**config.mk**
```make
export PLATFORM = sky130hd
export DESIGN_NAME = order_weighted_square_sum_core
export DESIGN_NICKNAME = d
export VERILOG_FILES = /design/src/owss_pkg.sv /design/src/order_weighted_square_sum_core.sv /design/src/owss_queue.sv /design/src/owss_front.sv /design/src/owss_back.sv
export SDC_FILE = /design/constraint.sdc
export NUM_CORES = 2
export LEC_CHECK = 0
export BUFFER_PORTS_ARGS = -buffer_cell sky130_fd_sc_hd__buf_2
export CORE_UTILIZATION = 30
export CTS_CLUSTER_DIAMETER = 200
export DETAILED_ROUTE_END_ITERATION = 12
export PLACE_DENSITY = 0.44
export SYNTH_ARGS = -nofsm -noshare
export SYNTH_HDL_FRONTEND = slang
export SYNTH_SLANG_ARGS = --single-unit
```
**constraint.sdc**
```tcl
create_clock -name clk_i -period 8.2 [get_ports clk_i]
set_input_delay 0.41 -clock clk_i [delete_from_list [all_inputs] [get_ports clk_i]]
set_output_delay 0.41 -clock clk_i [all_outputs]
set_load 0.03 [all_outputs]
```
**src/owss_pkg.sv**
```systemverilog
// Shared types, constants and the weight table of the weighted square-sum block.
package owss_pkg;

  localparam int VALUE_WIDTH   = 24;
  localparam int ORDER_WIDTH   = 5;
  localparam int POS_WIDTH     = 6;
  localparam int WEIGHT_WIDTH  = 11;
  localparam int SUM_WIDTH     = 63;
  localparam int SQ_WIDTH      = 2 * VALUE_WIDTH;
  localparam int PROD_WIDTH    = SQ_WIDTH + WEIGHT_WIDTH;
  localparam int NUM_ORDERS    = 10;
  localparam int MAX_RUNS      = 12;
  localparam int ORDER_IDX_W   = $clog2(NUM_ORDERS);
  localparam int ORDER_MIN     = -1;
  localparam int ORDER_MAX     = NUM_ORDERS - 1;
  localparam int QUEUE_DEPTH   = 2;
  localparam int OUT_DEPTH     = 6;

  // Run table: each run ends (exclusive) at the given element position.
  localparam logic [POS_WIDTH-1:0] RUN_END [NUM_ORDERS][MAX_RUNS] = '{
    '{6'd1,  6'd0,  6'd0,  6'd0,  6'd0,  6'd0,  6'd0,  6'd0,  6'd0,  6'd0,  6'd0,  6'd0},
    '{6'd3,  6'd0,  6'd0,  6'd0,  6'd0,  6'd0,  6'd0,  6'd0,  6'd0,  6'd0,  6'd0,  6'd0},
    '{6'd3,  6'd6,  6'd0,  6'd0,  6'd0,  6'd0,  6'd0,  6'd0,  6'd0,  6'd0,  6'd0,  6'd0},
    '{6'd3,  6'd9,  6'd10, 6'd0,  6'd0,  6'd0,  6'd0,  6'd0,  6'd0,  6'd0,  6'd0,  6'd0},
    '{6'd3,  6'd9,  6'd12, 6'd15, 6'd0,  6'd0,  6'd0,  6'd0,  6'd0,  6'd0,  6'd0,  6'd0},
    '{6'd3,  6'd9,  6'd15, 6'd18, 6'd21, 6'd0,  6'd0,  6'd0,  6'd0,  6'd0,  6'd0,  6'd0},
    '{6'd3,  6'd9,  6'd15, 6'd18, 6'd21, 6'd27, 6'd28, 6'd0,  6'd0,  6'd0,  6'd0,  6'd0},
    '{6'd3,  6'd9,  6'd15, 6'd18, 6'd24, 6'd30, 6'd33, 6'd36, 6'd0,  6'd0,  6'd0,  6'd0},
    '{6'd3,  6'd9,  6'd15, 6'd18, 6'd24, 6'd30, 6'd33, 6'd39, 6'd42, 6'd45, 6'd0,  6'd0},
    '{6'd3,  6'd9,  6'd15, 6'd18, 6'd24, 6'd30, 6'd36, 6'd42, 6'd45, 6'd48, 6'd54, 6'd55}
  };

  localparam logic [WEIGHT_WIDTH-1:0] RUN_WEIGHT [NUM_ORDERS][MAX_RUNS] = '{
    '{11'd1, 11'd0, 11'd0,  11'd0,  11'd0,  11'd0,   11'd0,   11'd0,   11'd0,   11'd0,
      11'd0, 11'd0},
    '{11'd1, 11'd0, 11'd0,  11'd0,  11'd0,  11'd0,   11'd0,   11'd0,   11'd0,   11'd0,
      11'd0, 11'd0},
    '{11'd1, 11'd2, 11'd0,  11'd0,  11'd0,  11'd0,   11'd0,   11'd0,   11'd0,   11'd0,
      11'd0, 11'd0},
    '{11'd1, 11'd3, 11'd6,  11'd0,  11'd0,  11'd0,   11'd0,   11'd0,   11'd0,   11'd0,
      11'd0, 11'd0},
    '{11'd1, 11'd4, 11'd6,  11'd12, 11'd0,  11'd0,   11'd0,   11'd0,   11'd0,   11'd0,
      11'd0, 11'd0},
    '{11'd1, 11'd5, 11'd10, 11'd20, 11'd30, 11'd0,   11'd0,   11'd0,   11'd0,   11'd0,
      11'd0, 11'd0},
    '{11'd1, 11'd6, 11'd15, 11'd30, 11'd20, 11'd60,  11'd90,  11'd0,   11'd0,   11'd0,
      11'd0, 11'd0},
    '{11'd1, 11'd7, 11'd21, 11'd42, 11'd35, 11'd105, 11'd140, 11'd210, 11'd0,   11'd0,
      11'd0, 11'd0},
    '{11'd1, 11'd8, 11'd28, 11'd56, 11'd56, 11'd168, 11'd70,  11'd280, 11'd420, 11'd560,
      11'd0, 11'd0},
    '{11'd1, 11'd9, 11'd36, 11'd72, 11'd84, 11'd252, 11'd126, 11'd504, 11'd756, 11'd630,
      11'd1260, 11'd1680}
  };

  // Elements per vector for each order.
  localparam logic [POS_WIDTH-1:0] VEC_LEN [NUM_ORDERS] = '{
    6'd1, 6'd3, 6'd6, 6'd10, 6'd15, 6'd21, 6'd28, 6'd36, 6'd45, 6'd55
  };

  // One classified element on its way from the front to the back.
  typedef struct packed {
    logic [VALUE_WIDTH-1:0]  mag;
    logic [WEIGHT_WIDTH-1:0] weight;
    logic                    last;
    logic                    err;
  } work_t;

  typedef struct packed {
    logic [SUM_WIDTH-1:0] sum;
    logic                 err;
  } result_t;

  function automatic logic [WEIGHT_WIDTH-1:0] weight_of(
    input logic [ORDER_IDX_W-1:0] ord,
    input logic [POS_WIDTH-1:0]   pos
  );
    logic [WEIGHT_WIDTH-1:0] w;
    logic                    found;
    w     = '0;
    found = 1'b0;
    for (int r = 0; r < MAX_RUNS; r++) begin
      if (!found && (pos < RUN_END[ord][r])) begin
        w     = RUN_WEIGHT[ord][r];
        found = 1'b1;
      end
    end
    return w;
  endfunction

endpackage

```
**src/order_weighted_square_sum_core.sv**
```systemverilog
// Top level of the order-weighted sum-of-squares block.
//
// The block takes one signed Q8.16 vector element per beat, squares it, scales
// it by an integer weight chosen by the configured order and the element's
// position, and adds the product to a running total. When the last element of
// a vector arrives (1, 3, 6, 10, 15, 21, 28, 36, 45 or 55 elements for orders
// 0 through 9; order -1 acts as order 0) it delivers one result beat with the
// exact unsigned Q31.32 sum and clears the total. With any other order every
// element delivers one result beat of zero with order_error_o set. Writing the
// order register starts a new vector. Both sides behave as queues: an element
// is taken while full is low, and a result can be taken while empty is low.
// The block sustains one element per clock cycle while full stays low; that
// rate is set by the single accumulator add, which sees one product per cycle.
// On its way to a result beat an element passes the queue between the
// classifier and the arithmetic, an input register, the square, the weight
// multiply and the add. Up to six finished results wait in an output FIFO,
// and the arithmetic only starts an element that yields a result when a slot
// is reserved for that result, so the output side can stall freely.
module order_weighted_square_sum_core (
  input  logic                               clk_i,
  input  logic                               rst_ni,
  input  logic                               cfg_we_i,
  input  logic [owss_pkg::ORDER_WIDTH-1:0]   cfg_wdata_i,
  input  logic                               push,
  output logic                               full,
  input  logic [owss_pkg::VALUE_WIDTH-1:0]   element_value_i,
  output logic                               empty,
  input  logic                               pop,
  output logic [owss_pkg::SUM_WIDTH-1:0]     weighted_sum_o,
  output logic                               order_error_o
);
  import owss_pkg::*;

  work_t front_item;
  work_t queue_item;
  logic  accept;
  logic  queue_empty;
  logic  queue_pop;

  assign accept = push && !full;

  // Classifies each element: order check, position, weight, end of vector.
  owss_front u_front (
    .clk_i           (clk_i),
    .rst_ni          (rst_ni),
    .cfg_we_i        (cfg_we_i),
    .cfg_wdata_i     (cfg_wdata_i),
    .accept_i        (accept),
    .element_value_i (element_value_i),
    .item_o          (front_item)
  );

  // Decouples the classifier from the arithmetic.
  owss_queue u_queue (
    .clk_i     (clk_i),
    .rst_ni    (rst_ni),
    .wr_en_i   (push),
    .wr_data_i (front_item),
    .full_o    (full),
    .rd_en_i   (queue_pop),
    .rd_data_o (queue_item),
    .empty_o   (queue_empty)
  );

  // Square, weight, accumulate and hold the finished results.
  owss_back u_back (
    .clk_i          (clk_i),
    .rst_ni         (rst_ni),
    .clear_i        (cfg_we_i),
    .q_empty_i      (queue_empty),
    .q_item_i       (queue_item),
    .q_pop_o        (queue_pop),
    .empty_o        (empty),
    .pop_i          (pop),
    .weighted_sum_o (weighted_sum_o),
    .order_error_o  (order_error_o)
  );

endmodule

```
**src/owss_queue.sv**
```systemverilog
// Short FIFO of classified elements between the front and the back.
module owss_queue (
  input  logic           clk_i,
  input  logic           rst_ni,
  input  logic           wr_en_i,
  input  owss_pkg::work_t wr_data_i,
  output logic           full_o,
  input  logic           rd_en_i,
  output owss_pkg::work_t rd_data_o,
  output logic           empty_o
);
  import owss_pkg::*;

  localparam int PtrW = (QUEUE_DEPTH > 1) ? $clog2(QUEUE_DEPTH) : 1;
  localparam int CntW = $clog2(QUEUE_DEPTH + 1);

  work_t           mem_q [QUEUE_DEPTH];
  logic [PtrW-1:0] wr_ptr_q, wr_ptr_d;
  logic [PtrW-1:0] rd_ptr_q, rd_ptr_d;
  logic [CntW-1:0] cnt_q, cnt_d;
  logic            do_wr, do_rd;

  assign full_o    = (cnt_q == CntW'(QUEUE_DEPTH));
  assign empty_o   = (cnt_q == '0);
  assign do_wr     = wr_en_i && !full_o;
  assign do_rd     = rd_en_i && !empty_o;
  assign rd_data_o = mem_q[rd_ptr_q];

  always_comb begin
    wr_ptr_d = wr_ptr_q;
    rd_ptr_d = rd_ptr_q;
    cnt_d    = cnt_q;
    if (do_wr) begin
      wr_ptr_d = (wr_ptr_q == PtrW'(QUEUE_DEPTH - 1)) ? '0 : wr_ptr_q + 1'b1;
    end
    if (do_rd) begin
      rd_ptr_d = (rd_ptr_q == PtrW'(QUEUE_DEPTH - 1)) ? '0 : rd_ptr_q + 1'b1;
    end
    if (do_wr && !do_rd) begin
      cnt_d = cnt_q + 1'b1;
    end else if (do_rd && !do_wr) begin
      cnt_d = cnt_q - 1'b1;
    end
  end

  always_ff @(posedge clk_i or negedge rst_ni) begin
    if (!rst_ni) begin
      wr_ptr_q <= '0;
      rd_ptr_q <= '0;
      cnt_q    <= '0;
    end else begin
      wr_ptr_q <= wr_ptr_d;
      rd_ptr_q <= rd_ptr_d;
      cnt_q    <= cnt_d;
    end
  end

  always_ff @(posedge clk_i) begin
    if (do_wr) begin
      mem_q[wr_ptr_q] <= wr_data_i;
    end
  end

endmodule

```
**src/owss_front.sv**
```systemverilog
// Front end: order register, element position and classification of each element.
module owss_front (
  input  logic                               clk_i,
  input  logic                               rst_ni,
  input  logic                               cfg_we_i,
  input  logic [owss_pkg::ORDER_WIDTH-1:0]   cfg_wdata_i,
  input  logic                               accept_i,
  input  logic [owss_pkg::VALUE_WIDTH-1:0]   element_value_i,
  output owss_pkg::work_t                    item_o
);
  import owss_pkg::*;

  logic signed [ORDER_WIDTH-1:0] order_q;
  logic [POS_WIDTH-1:0]          pos_q, pos_d;
  logic [ORDER_IDX_W-1:0]        ord_idx;
  logic                          ord_ok;
  logic [POS_WIDTH:0]            pos_inc;
  logic                          vec_last;

  always_comb begin
    ord_ok   = (order_q >= ORDER_WIDTH'(ORDER_MIN)) && (order_q <= ORDER_WIDTH'(ORDER_MAX));
    // Invalid orders look up order zero so the tables are never indexed past their end.
    ord_idx  = (!ord_ok || (order_q == ORDER_WIDTH'(ORDER_MIN)))
             ? '0 : order_q[ORDER_IDX_W-1:0];
    pos_inc  = {1'b0, pos_q} + 1'b1;
    vec_last = (pos_inc >= {1'b0, VEC_LEN[ord_idx]});

    // The most negative value maps to 2^(W-1), which the negation gives as-is.
    item_o.mag    = element_value_i[VALUE_WIDTH-1]
                  ? VALUE_WIDTH'(~element_value_i + 1'b1) : element_value_i;
    item_o.weight = weight_of(ord_idx, pos_q);
    item_o.last   = ord_ok && vec_last;
    item_o.err    = !ord_ok;

    pos_d = pos_q;
    if (cfg_we_i) begin
      pos_d = '0;
    end else if (accept_i) begin
      pos_d = (!ord_ok || vec_last) ? '0 : pos_inc[POS_WIDTH-1:0];
    end
  end

  always_ff @(posedge clk_i or negedge rst_ni) begin
    if (!rst_ni) begin
      order_q <= '0;
      pos_q   <= '0;
    end else begin
      if (cfg_we_i) begin
        order_q <= cfg_wdata_i;
      end
      pos_q <= pos_d;
    end
  end

endmodule

```
**src/owss_back.sv**
```systemverilog
// Back end: square and weight pipeline, accumulator and result FIFO.
module owss_back (
  input  logic                             clk_i,
  input  logic                             rst_ni,
  input  logic                             clear_i,
  input  logic                             q_empty_i,
  input  owss_pkg::work_t                  q_item_i,
  output logic                             q_pop_o,
  output logic                             empty_o,
  input  logic                             pop_i,
  output logic [owss_pkg::SUM_WIDTH-1:0]   weighted_sum_o,
  output logic                             order_error_o
);
  import owss_pkg::*;

  localparam int PtrW = $clog2(OUT_DEPTH);
  localparam int CntW = $clog2(OUT_DEPTH + 1);

  // Pipeline stages.
  logic                    s1_valid_q;
  work_t                   s1_item_q;
  logic                    s2_valid_q;
  logic [SQ_WIDTH-1:0]     s2_sq_q;
  logic [WEIGHT_WIDTH-1:0] s2_weight_q;
  logic                    s2_last_q, s2_err_q;
  logic                    s3_valid_q;
  logic [PROD_WIDTH-1:0]   s3_prod_q;
  logic                    s3_last_q, s3_err_q;
  logic [SUM_WIDTH-1:0]    total_q, total_d;

  // Result FIFO.
  result_t                 out_mem_q [OUT_DEPTH];
  logic [PtrW-1:0]         wr_ptr_q, rd_ptr_q;
  logic [CntW-1:0]         cnt_q;
  logic                    out_push, out_pop;
  result_t                 out_data;
  logic [SUM_WIDTH-1:0]    sum_next;

  logic                    item_has_res;
  logic [CntW+1:0]         committed;
  logic                    credit_ok;

  // Results already on their way hold a FIFO slot each.
  always_comb begin
    item_has_res = q_item_i.last || q_item_i.err;
    committed    = (CntW+2)'(cnt_q)
                 + (CntW+2)'(s1_valid_q && (s1_item_q.last || s1_item_q.err))
                 + (CntW+2)'(s2_valid_q && (s2_last_q || s2_err_q))
                 + (CntW+2)'(s3_valid_q && (s3_last_q || s3_err_q));
    credit_ok    = (committed < (CntW+2)'(OUT_DEPTH));
    q_pop_o      = !q_empty_i && (!item_has_res || credit_ok);
  end

  always_comb begin
    sum_next = total_q + SUM_WIDTH'(s3_prod_q);
    out_push = s3_valid_q && (s3_last_q || s3_err_q);
    out_data.sum = s3_err_q ? '0 : sum_next;
    out_data.err = s3_err_q;
    total_d = total_q;
    if (clear_i) begin
      total_d = '0;
    end else if (s3_valid_q) begin
      total_d = (s3_last_q || s3_err_q) ? '0 : sum_next;
    end
  end

  assign empty_o        = (cnt_q == '0);
  assign out_pop        = pop_i && !empty_o;
  assign weighted_sum_o = out_mem_q[rd_ptr_q].sum;
  assign order_error_o  = out_mem_q[rd_ptr_q].err;

  always_ff @(posedge clk_i or negedge rst_ni) begin
    if (!rst_ni) begin
      s1_valid_q <= 1'b0;
      s2_valid_q <= 1'b0;
      s3_valid_q <= 1'b0;
      total_q    <= '0;
      wr_ptr_q   <= '0;
      rd_ptr_q   <= '0;
      cnt_q      <= '0;
    end else begin
      s1_valid_q <= q_pop_o;
      s2_valid_q <= s1_valid_q;
      s3_valid_q <= s2_valid_q;
      total_q    <= total_d;
      if (out_push) begin
        wr_ptr_q <= (wr_ptr_q == PtrW'(OUT_DEPTH - 1)) ? '0 : wr_ptr_q + 1'b1;
      end
      if (out_pop) begin
        rd_ptr_q <= (rd_ptr_q == PtrW'(OUT_DEPTH - 1)) ? '0 : rd_ptr_q + 1'b1;
      end
      if (out_push && !out_pop) begin
        cnt_q <= cnt_q + 1'b1;
      end else if (out_pop && !out_push) begin
        cnt_q <= cnt_q - 1'b1;
      end
    end
  end

  always_ff @(posedge clk_i) begin
    s1_item_q   <= q_item_i;
    s2_sq_q     <= SQ_WIDTH'(s1_item_q.mag) * SQ_WIDTH'(s1_item_q.mag);
    s2_weight_q <= s1_item_q.weight;
    s2_last_q   <= s1_item_q.last;
    s2_err_q    <= s1_item_q.err;
    s3_prod_q   <= PROD_WIDTH'(s2_sq_q) * PROD_WIDTH'(s2_weight_q);
    s3_last_q   <= s2_last_q;
    s3_err_q    <= s2_err_q;
    if (out_push) begin
      out_mem_q[wr_ptr_q] <= out_data;
    end
  end

endmodule
```
==> results_dict.tcl <==
set metrics [dict create \
    die_w_um 454 \
    post_cts_buffers 0 \
    fin_nets 7003 \
    drv_slew 0 \
    r2r_slack_ns 0.41 \
    start_util_pct 30.3 \
    clockBufferDepth 3 \
    rows 165 \
    hold_depth 3 \
    arrival_ns 8.41 \
    finalCriticalPeriod_ns 7.79 \
    rsz0062_at_grt "false" \
    path_class "flop to flop" \
    diodes 0 \
    grt_use_total_pct 15.2 \
    grt_pass1_vias 42900 \
    cp_max_fo 15 \
    min_period_over_period_pct 95.0 \
    final_common_cell "inv_1" \
    critPathRequiredTime_ns 8.82 \
    fmax_mhz 128 \
    finalClockSkew_ns 0.0499 \
    hold_start "pop" \
    synth_cell_types 101 \
    yosysWarnings 0 \
    syn_inst 5753 \
    synth_enable_flop_cells 458 \
    io_pins 100 \
    port_buffers 99 \
    hp-class "input pin to flop" \
    reg2reg_to "u_back.s2_sq_q[45]$_DFF_P_" \
    final_cell_mix "905 x inv_1, 829 x fa_1, 709 x nand2_1, 458 x edfxtp_1, 392 x ha_1" \
    yosysSeqAreaShare_pct 31.2 \
    relSlewSlack_pct 28.2 \
    die_h_um 454 \
    postRouteAntennaNets 0 \
    antenna_found_initial 1 \
    vias_per_cell 4.66 \
    syn_area_per_cell_um2 10.7 \
    dieArea_um2 206000 \
    ys_top_cells_by_area "fa_1 27%, edfxtp_1 22%, ha_1 8.0%, inv_1 5.5%, dfxtp_1 5.2%" \
    cts-root-buf "clkbuf_16" \
    grt_overflow 0 \
    clk_pin_slew_ns 0.07 \
    status "finished clean" \
    clock_sinks 706 \
    yosys.area.top_type "fa_1" \
    worstSetupEndpointType "flop" \
    reg2reg_depth 26 \
    htreeDepth 3 \
    yosysTopAreaCellShare_pct 27.0 \
    fin_tns_setup_ns 0 \
    synth_async_sr_flop_share_pct 12.7 \
    tightest_slew_ns 1.08 \
    grt_pass1_wl_mm 247 \
    dr_total_vias 39500 \
    cts_buffers 79 \
    clkLatencyLatePin_ns 0.71 \
    grt_max_degree 76 \
    cts_tree "yes" \
    first_pass_iters 5 \
    synth_ff_type "edfxtp_1" \
    worstSetupStartpointType "flop" \
    routabilityCongestion 0.843 \
    ys_seq_elements 706 \
    dp_hpwl_mm 115 \
    drt_iter0_drc 2306 \
    syn_to_final_growth_pct 9.85 \
    min_to "u_back.rd_ptr_q[0]$_DFFE_PN0P_" \
    wire_per_inst_um 18.2 \
    finalSetupViolCount 0 \
    totalWireLength_mm 154 \
    finalHoldViolCount 0 \
    drc 0 \
    drive_above_1_share_pct 7.94 \
    netlist_area_um2 61400 \
    core_area_um2 203000 \
    r2r_start "u_back.s1_item_q[17]$_DFF_P_" \
    drv_cap 0 \
]
==> critical path, cell delays in order (launching register included) <==
cell,delay [ns]
dfxtp_1,0.67
buf_4,0.33
and2_1,0.20
inv_1,0.07
fa_1,0.50
inv_1,0.05
fa_1,0.48
fa_1,0.55
inv_1,0.05
fa_1,0.49
inv_1,0.05
fa_1,0.44
fa_1,0.51
inv_1,0.05
fa_1,0.47
inv_1,0.04
ha_1,0.43
nand4_1,0.17
nor3_1,0.29
nand3_1,0.12
a311oi_1,0.32
o41ai_1,0.12
buf_4,0.16
o31ai_1,0.60
a31oi_1,0.25
o21ai_1,0.20
xor2_1,0.15
==> cell usage after synthesis, types with 9 or more instances <==
cell type and n:
nand2_1 709, o21ai_1 9, o21a_1 27, a221oi_1 9
or3_1 9, inv_1 905, nor2_1 270, and3_1 15
dfxtp_1 158, dfrtp_1 90, o21bai_1 28, mux2i_1 68
nor4_1 11, nor2b_1 26, a21o_1 73, or2_2 9
clkbuf_1 230, mux2_2 43, o21ai_0 168, o31ai_1 16
edfxtp_1 458, a21oi_1 260, mux4_2 64, nor3_1 32
xor2_1 64, fa_1 829, nand2b_1 31, and2_1 287
nand3_1 49, nand4_1 29, o211ai_1 15, a211oi_1 23
ha_1 392, a31oi_1 32, buf_1 16, xnor2_1 129
==> area by class of cell <==
type / instances / area, um^2
flip-flops and latches: 706 / 19200
clock inverters: 48 / 447
fillers: 20600 / 135000
multi-input cells: 3881 / 37800
well taps: 2672 / 3340
inverters: 905 / 3400
repair buffers: 175 / 1090
clock buffers: 100 / 2160
==> worst max-delay path by stage <==
| stage | start | to | slack (ns) | cells past startpoint |
|---|---|---|---|---|
| after floorplan | u_back.s1_item_q[27]$_DFF_P_ | u_back.s2_sq_q[45]$_DFF_P_ | 1.07 | 27 |
| after global placement | u_back.s1_item_q[21]$_DFF_P_ | u_back.s2_sq_q[45]$_DFF_P_ | 0.34 | 27 |
| after detailed placement | u_back.s1_item_q[21]$_DFF_P_ | u_back.s2_sq_q[45]$_DFF_P_ | 0.24 | 27 |
| after CTS | u_back.s1_item_q[21]$_DFF_P_ | u_back.s2_sq_q[45]$_DFF_P_ | 0.23 | 24 |
| after global routing | u_back.s1_item_q[20]$_DFF_P_ | u_back.s2_sq_q[45]$_DFF_P_ | 0.01 | 24 |
| final | u_back.s1_item_q[17]$_DFF_P_ | u_back.s2_sq_q[45]$_DFF_P_ | 0.41 | 26 |
==> metrics by stage <==
stage | worst slack, ns | hold WS [ns] | cells | util [%] | cell area (um^2)
after floorplan | 1.07 | 0.114 | 5755 | - | 61400
after global placement | 0.337 | 0.311 | 8332 | 31.9 | 64800
after detailed placement | 0.241 | 0.312 | 8332 | 31.9 | 64800
after CTS | 0.235 | 0.0294 | 8487 | 33.3 | 67400
after global routing | 0.0147 | 0.0560 | 8487 | 33.3 | 67400
final | 0.414 | 0.0875 | 8487 | 33.3 | 67400
==> cell families after synthesis <==
| logic type | share of synthesized area (%) |
|---|---|
| and+or+nand+nor | 11.6 |
| adders and majority gates | 35.0 |
| buffers and inverters | 7.29 |
| AOI/OAI and AO/OA | 7.85 |
| DFF | 31.2 |
| xor gates and xnor gates | 2.75 |
| muxes | 4.26 |
| other | 0.0122 |
==> sequential cells by signal, indices dropped and copies added (netlist names), 5 cells and up <==
| signal | count |
|---|---|
| u_front.pos_q | 6 |
| u_back.out_mem_q | 384 |
| u_back.s1_item_q | 37 |
| u_front.order_q | 5 |
| u_back.s2_sq_q | 47 |
| u_back.s3_prod_q | 59 |
| u_queue.mem_q | 74 |
| u_back.s2_weight_q | 11 |
| u_back.total_q | 63 |
==> metal layers <==
| metal | global-route usage (%) | up-vias | part of all wire, % |
|---|---|---|---|
| li1 | - | 18700 | - |
| met1 | 22.0 | 20100 | 50 |
| met2 | 24.4 | 609 | 45 |
| met3 | 1.47 | 172 | 2.8 |
| met4 | 3.66 | 0 | 2.0 |
| met5 | 0 | - | 0 |
==> timing repair <==
action	CTS	global route
endpoints found under the setup margin	0	6
hold endpoints to repair	31	0
hold buffers	7	0
gates resized for setup	0	1
Power is not shown: default switching activity piles up to over one toggle a cycle in this logic, so the estimate is an artifact.
